### config.mk
export PLATFORM = sky130hd
export DESIGN_NAME = qrk_div
export DESIGN_NICKNAME = d
export VERILOG_FILES = /design/src/rtl/assert_macros.svh /design/src/rtl/qrk_pkg.sv /design/src/rtl/qrk_div.sv
export SDC_FILE = /design/constraint.sdc
export NUM_CORES = 1
export LEC_CHECK = 0
export BUFFER_PORTS_ARGS = -buffer_cell sky130_fd_sc_hd__buf_2
export CAP_MARGIN = 20
export CORE_UTILIZATION = 51
export CTS_BUF_LIST = sky130_fd_sc_hd__clkbuf_16
export DETAILED_ROUTE_END_ITERATION = 12
export PLACE_DENSITY_LB_ADDON = 0.25
export SKIP_LAST_GASP = 1
export SYNTH_ARGS = -nofsm -noshare
export SYNTH_HDL_FRONTEND = slang
export SYNTH_SLANG_ARGS = --single-unit
### constraint.sdc
create_clock -name clk -period 3.05 [get_ports clk]
set_input_delay 0.305 -clock clk [delete_from_list [all_inputs] [get_ports clk]]
set_output_delay 0.305 -clock clk [all_outputs]
set_load 0.05 [all_outputs]
### src/rtl/assert_macros.svh
// Assertion macros used by the top-level RTL file.
`ifndef ASSERT_MACROS_SVH
`define ASSERT_MACROS_SVH

// Check a property on every rising clk edge outside reset.
`define ASSERT_CLK(label, prop, msg) \
  label: assert property (@(posedge clk) disable iff (!rst_n) (prop)) else $error(msg);

// Check that a condition never holds outside reset.
`define ASSERT_NEVER(label, cond, msg) \
  label: assert property (@(posedge clk) disable iff (!rst_n) !(cond)) else $error(msg);

`endif

### src/rtl/qrk_pkg.sv
// Package: shared types, constants and the quaternion product term table.
package qrk_pkg;

  localparam int RATE_W     = 32;
  localparam int STEP_W     = 24;
  localparam int AVEC_W     = 56;
  localparam int HALF_SHIFT = 41;
  localparam int DIG_W      = 14;
  localparam logic [STEP_W-1:0] STEP_RESET = 24'd167772;

  typedef struct packed {
    logic start;
  } qrk_div_ctl_t;

  typedef struct packed {
    logic busy;
    logic done;
  } qrk_div_sts_t;

  typedef struct packed {
    logic [1:0] pidx;
    logic [1:0] aidx;
    logic       neg;
  } qrk_term_t;

  // One product of p (x) (0, a): which p, which a, and whether it is subtracted.
  function automatic qrk_term_t qrk_term(input logic [1:0] comp, input logic [1:0] term);
    qrk_term_t e;
    e = '0;
    unique case ({comp, term})
      4'b0000: e = '{pidx: 2'd1, aidx: 2'd0, neg: 1'b1};
      4'b0001: e = '{pidx: 2'd2, aidx: 2'd1, neg: 1'b1};
      4'b0010: e = '{pidx: 2'd3, aidx: 2'd2, neg: 1'b1};
      4'b0100: e = '{pidx: 2'd0, aidx: 2'd0, neg: 1'b0};
      4'b0101: e = '{pidx: 2'd2, aidx: 2'd2, neg: 1'b0};
      4'b0110: e = '{pidx: 2'd3, aidx: 2'd1, neg: 1'b1};
      4'b1000: e = '{pidx: 2'd0, aidx: 2'd1, neg: 1'b0};
      4'b1001: e = '{pidx: 2'd1, aidx: 2'd2, neg: 1'b1};
      4'b1010: e = '{pidx: 2'd3, aidx: 2'd0, neg: 1'b0};
      4'b1100: e = '{pidx: 2'd0, aidx: 2'd2, neg: 1'b0};
      4'b1101: e = '{pidx: 2'd2, aidx: 2'd0, neg: 1'b1};
      4'b1110: e = '{pidx: 2'd1, aidx: 2'd1, neg: 1'b0};
      default: e = '0;
    endcase
    return e;
  endfunction

endpackage

### src/rtl/qrk_div.sv
// Restoring divider, one quotient bit per cycle.
module qrk_div
  import qrk_pkg::*;
#(
  parameter int NUM_W = 64,
  parameter int DEN_W = 32
) (
  input  logic               clk,
  input  logic               rst_n,
  input  qrk_div_ctl_t       ctl,
  input  logic [NUM_W-1:0]   num,
  input  logic [DEN_W-1:0]   den,
  output qrk_div_sts_t       sts,
  output logic [NUM_W-1:0]   quo
);

  localparam int CNT_W = $clog2(NUM_W);

  logic             busy_r;
  logic             done_r;
  logic [CNT_W-1:0] cnt_r;
  logic [NUM_W-1:0] num_r;
  logic [NUM_W-1:0] quo_r;
  logic [DEN_W-1:0] den_r;
  logic [DEN_W-1:0] rem_r;
  logic [DEN_W:0]   trial;
  logic             ge;

  assign trial = {rem_r, num_r[NUM_W-1]};
  assign ge    = trial >= {1'b0, den_r};

  always_ff @(posedge clk) begin
    if (!rst_n) begin
      busy_r <= 1'b0;
      done_r <= 1'b0;
      cnt_r  <= '0;
    end else begin
      done_r <= 1'b0;
      if (ctl.start) begin
        busy_r <= 1'b1;
        cnt_r  <= '0;
      end else if (busy_r) begin
        cnt_r <= cnt_r + 1'b1;
        if (cnt_r == CNT_W'(NUM_W - 1)) begin
          busy_r <= 1'b0;
          done_r <= 1'b1;
        end
      end
    end
  end

  always_ff @(posedge clk) begin
    if (ctl.start) begin
      num_r <= num;
      den_r <= den;
      rem_r <= '0;
      quo_r <= '0;
    end else if (busy_r) begin
      num_r <= {num_r[NUM_W-2:0], 1'b0};
      quo_r <= {quo_r[NUM_W-2:0], ge};
      rem_r <= ge ? DEN_W'(trial - {1'b0, den_r}) : trial[DEN_W-1:0];
    end
  end

  assign sts.busy = busy_r;
  assign sts.done = done_r;
  assign quo      = quo_r;

endmodule

==> flow_summary_export.csv, run 1 <==
group,metric,value,unit
setup_path,cp.arrival,3.32,ns
routing,detail_route.wirelength.met1,9550,um
clock_network,cts_made_buffers,17,
setup_path,critical_path.startpoint_type,"register",
place,preCtsSetupSlack,0.0402,ns
routing,dr_total_vias,7489,
routing,met3_length,1380,um
synth,synth_seq_cells,200,
setup_path,kind_of_cell_adding_the_most_delay_to_the_critical_path,"compound AO/OA/AOI/OAI gates",
pwr,power_frac_comb,0.146,
global_routing,first_global_vias,7108,
clock_network,clock-root-buffer,"sky130_fd_sc_hd__clkbuf_16",
timing,fmax,0.337,GHz
global_routing,overflow,0,
layout,finish.instance_area,0.0116,mm2
setup_path,reg2reg_depth,11,
synth,synth_fp_nets,1037,
timing,grt_setup_unrepaired,"true",
timing,worst-slew-pin-transition,1.09,ns
place,dpl_cell_area,0.0109,mm2
timing,min_period_over_period,0.973,
setup_path,critical_path.most_common_cell,"sky130_fd_sc_hd__a211o_1",
die,floorplan.rows,50,
die,initial_core_util,0.519,
die,io_pins,165,
layout,fraction_of_layout_instances_using_a_drive_strength_above_1,0.297,
synth,netlist.top_cell.by_area,"sky130_fd_sc_hd__edfxtp_1",
setup_path,cp.buffers_inverters,2,
clock_network,ctsLongestPathBuffers,2,
setup_path,crit_reg_reg_startpoint,"den_r[1]$_DFFE_PP_",
routing,route.met2.wl,10500,um
synth,synth.top_cells.by_count,"113 x sky130_fd_sc_hd__nor2_1, 104 x sky130_fd_sc_hd__dfxtp_1, 96 x sky130_fd_sc_hd__edfxtp_1, 64 x sky130_fd_sc_hd__mux2_2, 64 x sky130_fd_sc_hd__mux2i_1",
synth,synthesis.area,0.00970,mm2
worst_hold_path,min-delay-start,"den[18]",
synth,synth_largest_type_area_fraction,0.297,
clock_network,numClockSinks,200,
clock_network,cts_hold_buf,0,
pwr,static-leakage-power,4.91,nW
routing,top_signal_layer_used,"met4",
clock_network,htree_levels,4,
place,routabilityCongestion,0.922,
synth,synth.area.top_cells,"sky130_fd_sc_hd__edfxtp_1 30%, sky130_fd_sc_hd__dfxtp_1 21%, sky130_fd_sc_hd__mux2_2 7.4%",
pwr,vdd.ir_drop.worst,0.408,mV
routing,totalWireLength,21800,um
timing,timing.slew.headroom,0.268,
synth,synth_cell_type_count,62,
timing,timing.hold.ws,0.0367,ns
synth,yosysWarningCount,0,
synth,avgSynthCellArea,10.7,um2
die,floorplan.die.width,140,um
pwr,power.internal,0.00453,W
timing,report.final.hold_viol_count,0,
worst_hold_path,hold_path_class,"in2reg",
setup_path,critical_path_cell_count,11,
global_routing,gr-usage-all-layers,0.225,
setup_path,crit_required,3.40,ns
layout,synthToLayoutAreaGrowth,19.7,%
pwr,powerDensity,539,mW/mm2
die,fp.dieArea,0.0196,mm2
clock_network,tritoncts,"built",
worst_hold_path,min_delay_path_depth,1,
outcome,status,"finished, final reports clean",
layout,final_stage_net_count,1210,
synth,synth_async_sr_flop_share,0,
die,die_height,140,um
setup_path,cp_max_fo,7,
synth,synth_flop_cell,"sky130_fd_sc_hd__dfxtp_1",
pwr,seq_power_share,0.487,
global_routing,initial_antenna_violation_count,0,
flow_run,max-cap-violations,0,
place,dp.final_hpwl,15100,um
setup_path,sort_of_element_at_the_end_of_the_critical_path,"register",
place,port_buffers,164,
setup_path,timing.critical_path.slowest_cell_delay,0.45,ns
routing,wire_per_inst,16.4,um
synth,ys_seq_area_frac,0.512,
die,placeableCoreArea,0.0187,mm2
setup_path,critPathLaunch,"den_r[1]$_DFFE_PP_",
routing,drcViolationCount,0,
timing,final_skew,0.0155,ns
routing,drtPass1Iterations,5,
synth,number_of_flops_mapped_to_enable_cells_by_yosys,96,
routing,antenna_violating_nets_post_route,0,
global_routing,grt_pass1_wl,34900,um
clock_network,clkTransAtPathRegs,0.08,ns
global_routing,grt_start_max_net_pins,114,
synth,synth_most_common_cell,"sky130_fd_sc_hd__nor2_1",
timing,fin_ws,0.0834,ns
timing,timing.final.setup_violations,0,
pwr,total_switching_power,0.00173,W
setup_path,cpMaxStageDelayCell,"sky130_fd_sc_hd__or4_4",
setup_path,timing.critical_path.cells,"inv_1, ha_1, nand2b_1, a21o_1, a211oi_2, nor4_2, or4_4, a211o_1, buf_6, a211o_1, a311oi_1",
routing,via_per_inst,5.65,
timing,finalMaxSlewViolations,0,
pwr,clkPwrFrac,0.367,
pwr,power.switching_fraction,0.276,
clock_network,clock_latency,0.44,ns
timing,finalWorstPathRequiredPeriod,2.97,ns
routing,1st_iter_drt_viols,509,
synth,synthCells,904,
setup_path,setup.worst_path.class,"reg2reg",
[cell usage in the layout (no fill, tap or decap), types with 5 or more instances in the layout]
cell                        count
sky130_fd_sc_hd__buf_2        163
sky130_fd_sc_hd__mux2_2        64
sky130_fd_sc_hd__nor2b_1        7
sky130_fd_sc_hd__and2_1         5
sky130_fd_sc_hd__nand4_1       13
sky130_fd_sc_hd__o211ai_1      11
sky130_fd_sc_hd__o21ai_0       34
sky130_fd_sc_hd__xor2_1        11
sky130_fd_sc_hd__nor4_1         6
sky130_fd_sc_hd__clkinv_8       5
sky130_fd_sc_hd__clkbuf_16     17
sky130_fd_sc_hd__a31o_2         5
sky130_fd_sc_hd__ha_1          33
sky130_fd_sc_hd__a21oi_1       32
sky130_fd_sc_hd__nand2b_1       6
sky130_fd_sc_hd__a21o_1        12
sky130_fd_sc_hd__nor2_1       113
sky130_fd_sc_hd__or2_2          5
sky130_fd_sc_hd__a311oi_1      20
sky130_fd_sc_hd__mux2i_1       64
sky130_fd_sc_hd__edfxtp_1      96
sky130_fd_sc_hd__xnor2_1       12
sky130_fd_sc_hd__dfxtp_1      103
sky130_fd_sc_hd__buf_4         37
sky130_fd_sc_hd__nor3_1        11
sky130_fd_sc_hd__a31oi_1        5
sky130_fd_sc_hd__a211o_1        5
sky130_fd_sc_hd__nand2_1       38
sky130_fd_sc_hd__inv_1         42
sky130_fd_sc_hd__nand3_1       29
sky130_fd_sc_hd__o21a_1         7
[per-stage QoR]
stage / TNS (ns) / util / power, W / cells
2_1_floorplan: 0 / - / 0.00372 / 904
3_3_place_gp: 0 / 0.585 / 0.00399 / 1289
3_5_place_dp: 0 / 0.585 / 0.00401 / 1289
4_1_cts: 0 / 0.618 / 0.00630 / 1321
5_1_grt: -0.171 / 0.621 / 0.00653 / 1324
6_report: 0 / 0.621 / 0.00626 / 1325
[worst register-to-register path, stage by stage, from the launching register on]
cell and delay [ns]:
sky130_fd_sc_hd__edfxtp_1 0.38, sky130_fd_sc_hd__inv_1 0.06, sky130_fd_sc_hd__ha_1 0.29, sky130_fd_sc_hd__nand2b_1 0.07
sky130_fd_sc_hd__a21o_1 0.22, sky130_fd_sc_hd__a211oi_2 0.32, sky130_fd_sc_hd__nor4_2 0.10, sky130_fd_sc_hd__or4_4 0.45
sky130_fd_sc_hd__a211o_1 0.35, sky130_fd_sc_hd__buf_6 0.15, sky130_fd_sc_hd__a211o_1 0.25, sky130_fd_sc_hd__a311oi_1 0.25
[power groups by stage]
stage	logic [W]	registers, W	clock network (W)
after floorplan	0.000628	0.00309	0
after global placement	0.000891	0.00310	0
after detailed placement	0.000900	0.00311	0
after CTS	0.000908	0.00305	0.00235
after global routing	0.00101	0.00306	0.00245
final	0.000914	0.00305	0.00230
[timing repair]
item / 4_1_cts / 5_1_grt
endpoints found under the setup margin: 0 / 17
gates resized for setup: 0 / 10
setup buffers: 0 / 3
[sequential cells by signal, indices dropped and copies added, names as in the netlist]
signal,count
quo,64
den_r,32
rem_r,32
done_r,1
busy_r,1
cnt_r,6
num_r,64
[per-layer routing]
metal	up-vias	track usage
met4	0	0.0752
met5	-	0
met2	193	0.379
li1	3669	-
met1	3597	0.276
met3	30	0.0643
[worst paths after layout]
| check | end | slack, ns |
|---|---|---|
| worst max register to register | rem_r[18]$_SDFFE_PP0P_ | 0.08 |
| worst min-delay path | den_r[18]$_DFFE_PP_ | 0.04 |
| worst max-delay path | rem_r[18]$_SDFFE_PP0P_ | 0.08 |
| worst min register to register | cnt_r[5]$_SDFFE_PP0P_ | 0.50 |
[cell type report]
type	instances	area [um2]
repair buffers	205	1180
well taps	234	293
clock inverters	15	186
diodes	1	2.50
fillers	1566	7090
inverters	42	158
multi-input cells	611	4410
clock buffers	17	425
flip-flops and latches	200	4970
[cells by family (layout without fill, tap and decap cells)]
family / Yosys count / after routing / share of synthesized area
buf+inv: 93 / 279 / 0.0371
fa+ha+maj: 34 / 34 / 0.0446
mux: 128 / 128 / 0.140
simple gates: 253 / 253 / 0.121
flops: 200 / 200 / 0.512
compound gates: 173 / 173 / 0.124
xor+xnor: 23 / 23 / 0.0208
other cells: 0 / 1 / 0
(Power assumes the default switching activity.)
==> run 2, diff against run 1 <==
Settings changed: CORE_UTILIZATION 51 to 35.
==> run 2 against run 1 <==
Net effect:
- maximum frequency rose by 0.62%
- flip-flop and latch count did not move
- count of clock-buffer cells in the layout rose by 1
- largest power group unchanged
==> flow_summary_export.csv, run 2 (synthesis gave the netlist of run 1 again) <==
group,metric,value,unit
outcome,status,"finished, final reports clean",
global_routing,grt_start_max_net_pins,62,
layout,layout_commonest_cell,"sky130_fd_sc_hd__buf_2",
routing,dr_total_vias,7446,
routing,drtPass1Iterations,5,
place,dpl_cell_area,0.0111,mm2
timing,final_skew,0.0173,ns
global_routing,initial_antenna_violation_count,5,
clock_network,cts_made_buffers,17,
setup_path,cp_max_fo,9,
layout,finish.instance_area,0.0118,mm2
layout,fraction_of_layout_instances_using_a_drive_strength_above_1,0.299,
routing,drcViolationCount,0,
routing,antenna_violating_nets_post_route,0,
routing,1st_iter_drt_viols,432,
clock_network,htree_levels,4,
global_routing,overflow,0,
timing,fmax,0.339,GHz
global_routing,first_global_vias,7265,
layout,final_stage_net_count,1211,
routing,totalWireLength,23400,um
setup_path,cp.buffers_inverters,2,
timing,min_period_over_period,0.967,
setup_path,timing.critical_path.cells,"inv_1, ha_1, nand2b_1, a21o_1, a211oi_2, nor4_2, or4_4, a211o_4, buf_4, a21o_1, a311oi_1",
setup_path,critical_path.most_common_cell,"sky130_fd_sc_hd__a21o_1",
setup_path,sort_of_element_at_the_end_of_the_critical_path,"register",
flow_run,max-cap-violations,0,
clock_network,numClockSinks,200,
timing,finalWorstPathRequiredPeriod,2.95,ns
pwr,powerDensity,539,mW/mm2
setup_path,setup.worst_path.class,"reg2reg",
pwr,static-leakage-power,4.90,nW
timing,finalMaxSlewViolations,0,
clock_network,clock-root-buffer,"sky130_fd_sc_hd__clkbuf_16",
setup_path,cp.arrival,3.31,ns
die,die_height,169,um
setup_path,crit_required,3.41,ns
worst_hold_path,hold_path_class,"in2reg",
die,floorplan.rows,60,
die,io_pins,165,
global_routing,gr-usage-all-layers,0.167,
setup_path,timing.critical_path.slowest_cell_delay,0.47,ns
setup_path,critical_path.startpoint_type,"register",
setup_path,r2r_setup_slk,0.10,ns
place,dp.final_hpwl,16300,um
place,routabilityCongestion,0.887,
die,placeableCoreArea,0.0271,mm2
clock_network,ctsLongestPathBuffers,2,
die,initial_core_util,0.358,
global_routing,grt_pass1_wl,37700,um
routing,wire_per_inst,16.0,um
die,fp.dieArea,0.0284,mm2
layout,synthToLayoutAreaGrowth,21.4,%
layout,most_frequent_cells_in_the_layout,"163 x sky130_fd_sc_hd__buf_2, 113 x sky130_fd_sc_hd__nor2_1, 103 x sky130_fd_sc_hd__dfxtp_1",
setup_path,cpMaxStageDelayCell,"sky130_fd_sc_hd__or4_4",
timing,worst-slew-pin-transition,0.895,ns
clock_network,clkTransAtPathRegs,0.08,ns
clock_network,tritoncts,"built",
timing,timing.slew.headroom,0.403,
timing,grt_setup_unrepaired,"true",
timing,timing.final.setup_violations,0,
timing,report.final.hold_viol_count,0,
clock_network,cts_hold_buf,0,
setup_path,kind_of_cell_adding_the_most_delay_to_the_critical_path,"compound AO/OA/AOI/OAI gates",
timing,totalNegativeSetupSlack,0,ns
routing,via_per_inst,5.08,
clock_network,clock_latency,0.45,ns
place,port_buffers,164,
die,floorplan.die.width,169,um
pwr,vdd.ir_drop.worst,0.434,mV
run 2: worst paths after layout:
check / to / from / cells after the start
worst min register to register: done_r$_SDFF_PP0_ / cnt_r[5]$_SDFFE_PP0P_ / 2
worst max-delay path: rem_r[0]$_SDFFE_PP0P_ / den_r[1]$_DFFE_PP_ / 11
worst max register to register: rem_r[0]$_SDFFE_PP0P_ / den_r[1]$_DFFE_PP_ / 11
worst min-delay path: den_r[4]$_DFFE_PP_ / den[4] / 1
run 2: worst reg2reg max path, stage by stage, from the launching register on:
cell	delay, ns
sky130_fd_sc_hd__edfxtp_1	0.40
sky130_fd_sc_hd__inv_1	0.07
sky130_fd_sc_hd__ha_1	0.29
sky130_fd_sc_hd__nand2b_1	0.08
sky130_fd_sc_hd__a21o_1	0.19
sky130_fd_sc_hd__a211oi_2	0.31
sky130_fd_sc_hd__nor4_2	0.10
sky130_fd_sc_hd__or4_4	0.47
sky130_fd_sc_hd__a211o_4	0.38
sky130_fd_sc_hd__buf_4	0.18
sky130_fd_sc_hd__a21o_1	0.16
sky130_fd_sc_hd__a311oi_1	0.23
run 2: layout make-up:
| class | count | area, um2 |
|---|---|---|
| repair buffers | 206 | 1140 |
| clock buffers | 18 | 450 |
| well taps | 372 | 465 |
| diodes | 2 | 5.00 |
| clock inverters | 14 | 160 |
| flip-flops and latches | 200 | 4970 |
| multi-input cells | 611 | 4430 |
| inverters | 42 | 158 |
| fillers | 2602 | 15300 |
run 2: through the flow:
| stage | util | setup slack [ns] | power [W] | hold slack, ns | cells |
|---|---|---|---|---|---|
| floorplan | - | 0.0868 | 0.00372 | 0.404 | 904 |
| global placement | 0.410 | 0.102 | 0.00401 | 0.472 | 1431 |
| detailed placement | 0.410 | 0.0328 | 0.00401 | 0.479 | 1431 |
| CTS | 0.433 | 0.00468 | 0.00642 | 0.0000741 | 1463 |
| global route | 0.435 | -0.0189 | 0.00662 | 0.00374 | 1465 |
| finish | 0.435 | 0.102 | 0.00634 | 0.0245 | 1465 |
run 2: per-layer routing:
metal	global-route usage	vias up	wire (um)
met5	0	-	27
met4	0.0538	4	369
met3	0.0582	28	1600
met2	0.268	191	10900
met1	0.211	3546	10500
li1	-	3677	-
run 2: repair_timing:
item                                    4_1_cts  5_1_grt
resized for setup                             0        9
endpoints found under the setup margin        0       23
buffers inserted                              0        0
run 2: power by group:
| group | leakage, nW | switching [W] | internal, W |
|---|---|---|---|
| sequential | 1.80 | 0.0000590 | 0.00299 |
| combinational | 2.80 | 0.000498 | 0.000416 |
| clock | 0.302 | 0.00117 | 0.00122 |
==> run 3, diff against run 2 <==
Settings changed: CORE_UTILIZATION 35 to 40, SETUP_SLACK_MARGIN set to 0.4.
==> run 3 against run 2 <==
Net effect:
- combinational power increased by 12%
- critical endpoint is now rem_r[18]$_SDFFE_PP0P_
- via count increased by 0.79%
- final cell count decreased by 2.9%
- maximum frequency increased by 4.7%
- first-iteration DRC count decreased by 16%
- utilization increased by 8.9 points
- hold slack improved by 0.012 ns
- critical path depth decreased by 1
- register-to-register slack improved by 0.13 ns
- routed wire length increased by 1.0%
==> flow_summary_export.csv, run 3 (synthesis gave the netlist of run 1 again) <==
group,metric,value,unit
global_routing,initial_antenna_violation_count,3,
timing,report.final.hold_viol_count,0,
worst_hold_path,hold_path_class,"in2reg",
setup_path,timing.critical_path.cells,"inv_1, ha_4, and3_4, nand2_1, a211oi_2, nor4_2, or4_4, a211o_4, a211o_1, a311oi_1",
routing,drcViolationCount,0,
timing,final_skew,0.0168,ns
setup_path,crit_required,3.40,ns
setup_path,kind_of_cell_adding_the_most_delay_to_the_critical_path,"compound AO/OA/AOI/OAI gates",
place,dp.final_hpwl,15500,um
setup_path,cp.buffers_inverters,1,
layout,fin_cells,1423,
timing,finalMaxSlewViolations,0,
routing,antenna_violating_nets_post_route,0,
layout,most_frequent_cells_in_the_layout,"164 x sky130_fd_sc_hd__buf_2, 112 x sky130_fd_sc_hd__nor2_1, 102 x sky130_fd_sc_hd__dfxtp_1",
timing,timing.hold.ws,0.0363,ns
layout,layout_commonest_cell,"sky130_fd_sc_hd__buf_2",
global_routing,busiest_grt_layer,"met2",
place,port_buffers,164,
global_routing,gr-usage-all-layers,0.189,
layout,final_stage_net_count,1222,
layout,final_core_utilization,0.524,
die,die_height,158,um
pwr,powerDensity,521,mW/mm2
global_routing,groute.layer.met2.usage,0.315,
global_routing,overflow,0,
place,preCtsSetupSlack,0.0614,ns
global_routing,grt_start_max_net_pins,95,
routing,drtPass1Iterations,4,
timing,worst-slew-pin-transition,1.12,ns
die,floorplan.rows,56,
global_routing,first_global_vias,7183,
timing,timing.slew.headroom,0.250,
clock_network,cts_hold_buf,0,
place,place.detailed.instances,1360,
routing,1st_iter_drt_viols,365,
setup_path,timing.critical_path.slowest_cell_delay,0.48,ns
pwr,static-leakage-power,5.04,nW
routing,dr_total_vias,7505,
timing,totalNegativeSetupSlack,0,ns
die,io_pins,165,
pwr,vdd.ir_drop.worst,0.310,mV
timing,min_period_over_period,0.924,
timing,fin_ws,0.233,ns
die,initial_core_util,0.411,
clock_network,tritoncts,"built",
clock_network,htree_levels,4,
global_routing,grt_pass1_wl,36800,um
setup_path,cp_max_fo,7,
layout,fraction_of_layout_instances_using_a_drive_strength_above_1,0.365,
die,fp.dieArea,0.0249,mm2
clock_network,ctsLongestPathBuffers,2,
outcome,status,"finished, final reports clean",
clock_network,cts_made_buffers,17,
flow_run,max-cap-violations,0,
setup_path,setup.worst_path.class,"reg2reg",
setup_path,critical_path.startpoint_type,"register",
timing,timing.final.setup_violations,0,
timing,grt_setup_unrepaired,"true",
clock_network,clkTransAtPathRegs,0.08,ns
global_routing,grt.met1_usage,0.238,
clock_network,numClockSinks,200,
timing,finalWorstPathRequiredPeriod,2.82,ns
setup_path,cp.arrival,3.17,ns
setup_path,cpMaxStageDelayCell,"sky130_fd_sc_hd__or4_4",
place,routabilityCongestion,0.884,
layout,synthToLayoutAreaGrowth,27.5,%
global_routing,groute.layer.met3.usage,0.0594,
die,floorplan.die.width,158,um
routing,totalWireLength,23700,um
clock_network,clock_latency,0.45,ns
clock_network,clock-root-buffer,"sky130_fd_sc_hd__clkbuf_16",
routing,wire_per_inst,16.6,um
routing,via_per_inst,5.27,
timing,fmax,0.355,GHz
die,placeableCoreArea,0.0236,mm2
setup_path,sort_of_element_at_the_end_of_the_critical_path,"register",
==> run 3: cell count changes in the layout (fill, tap and decap cells not counted), sizes merged <==
cell and delta:
clkinv -1, buf +8, inv +3, a211o +1, clkbuf +1, clkinvlp -1
==> run 3: per-stage QoR <==
stage	area, um2	power (W)
after global placement	11100	0.00400
after global routing	12400	0.00673
after CTS	12000	0.00645
after detailed placement	11100	0.00401
after floorplan	9850	0.00376
final	12400	0.00645
==> run 3: path summary, 6_finish.rpt <==
kind | depth (start not counted) | startpoint | end | slack [ns]
worst max-delay path | 10 | den_r[11]$_DFFE_PP_ | rem_r[18]$_SDFFE_PP0P_ | 0.23
worst min register to register | 2 | cnt_r[5]$_SDFFE_PP0P_ | done_r$_SDFF_PP0_ | 0.50
worst min-delay path | 1 | den[25] | den_r[25]$_DFFE_PP_ | 0.04
worst max register to register | 10 | den_r[11]$_DFFE_PP_ | rem_r[18]$_SDFFE_PP0P_ | 0.23
==> run 3: timing repair <==
action                                  in CTS  in global routing
gates resized for setup                     30                 60
buffers inserted                            18                  6
pin swaps                                    6                 21
gates cloned                                 1                  4
endpoints found under the setup margin      33                 33
==> run 3: per-layer routing <==
layer  routed length [um]  up-vias  share of wire
li1                     -     3695              -
met1                10500     3588           0.44
met2                11400      198           0.48
met3                 1520       22          0.064
met4                  272        2          0.011
met5                   13        -        0.00055
==> run 3: power by group <==
| group | total (W) | switching [W] | internal, W |
|---|---|---|---|
| clock | 0.00238 | 0.00120 | 0.00118 |
| combinational | 0.00102 | 0.000552 | 0.000465 |
| sequential | 0.00305 | 0.0000637 | 0.00299 |
| total | 0.00645 | 0.00182 | 0.00463 |
==> run 3: area by class of cell <==
type	count	area (um2)
repair buffers	216	1320
fillers	2168	11200
inverters	42	158
diodes	2	5.00
clock buffers	17	425
well taps	319	399
flip-flops and latches	200	4970
clock inverters	15	200
multi-input cells	612	4900
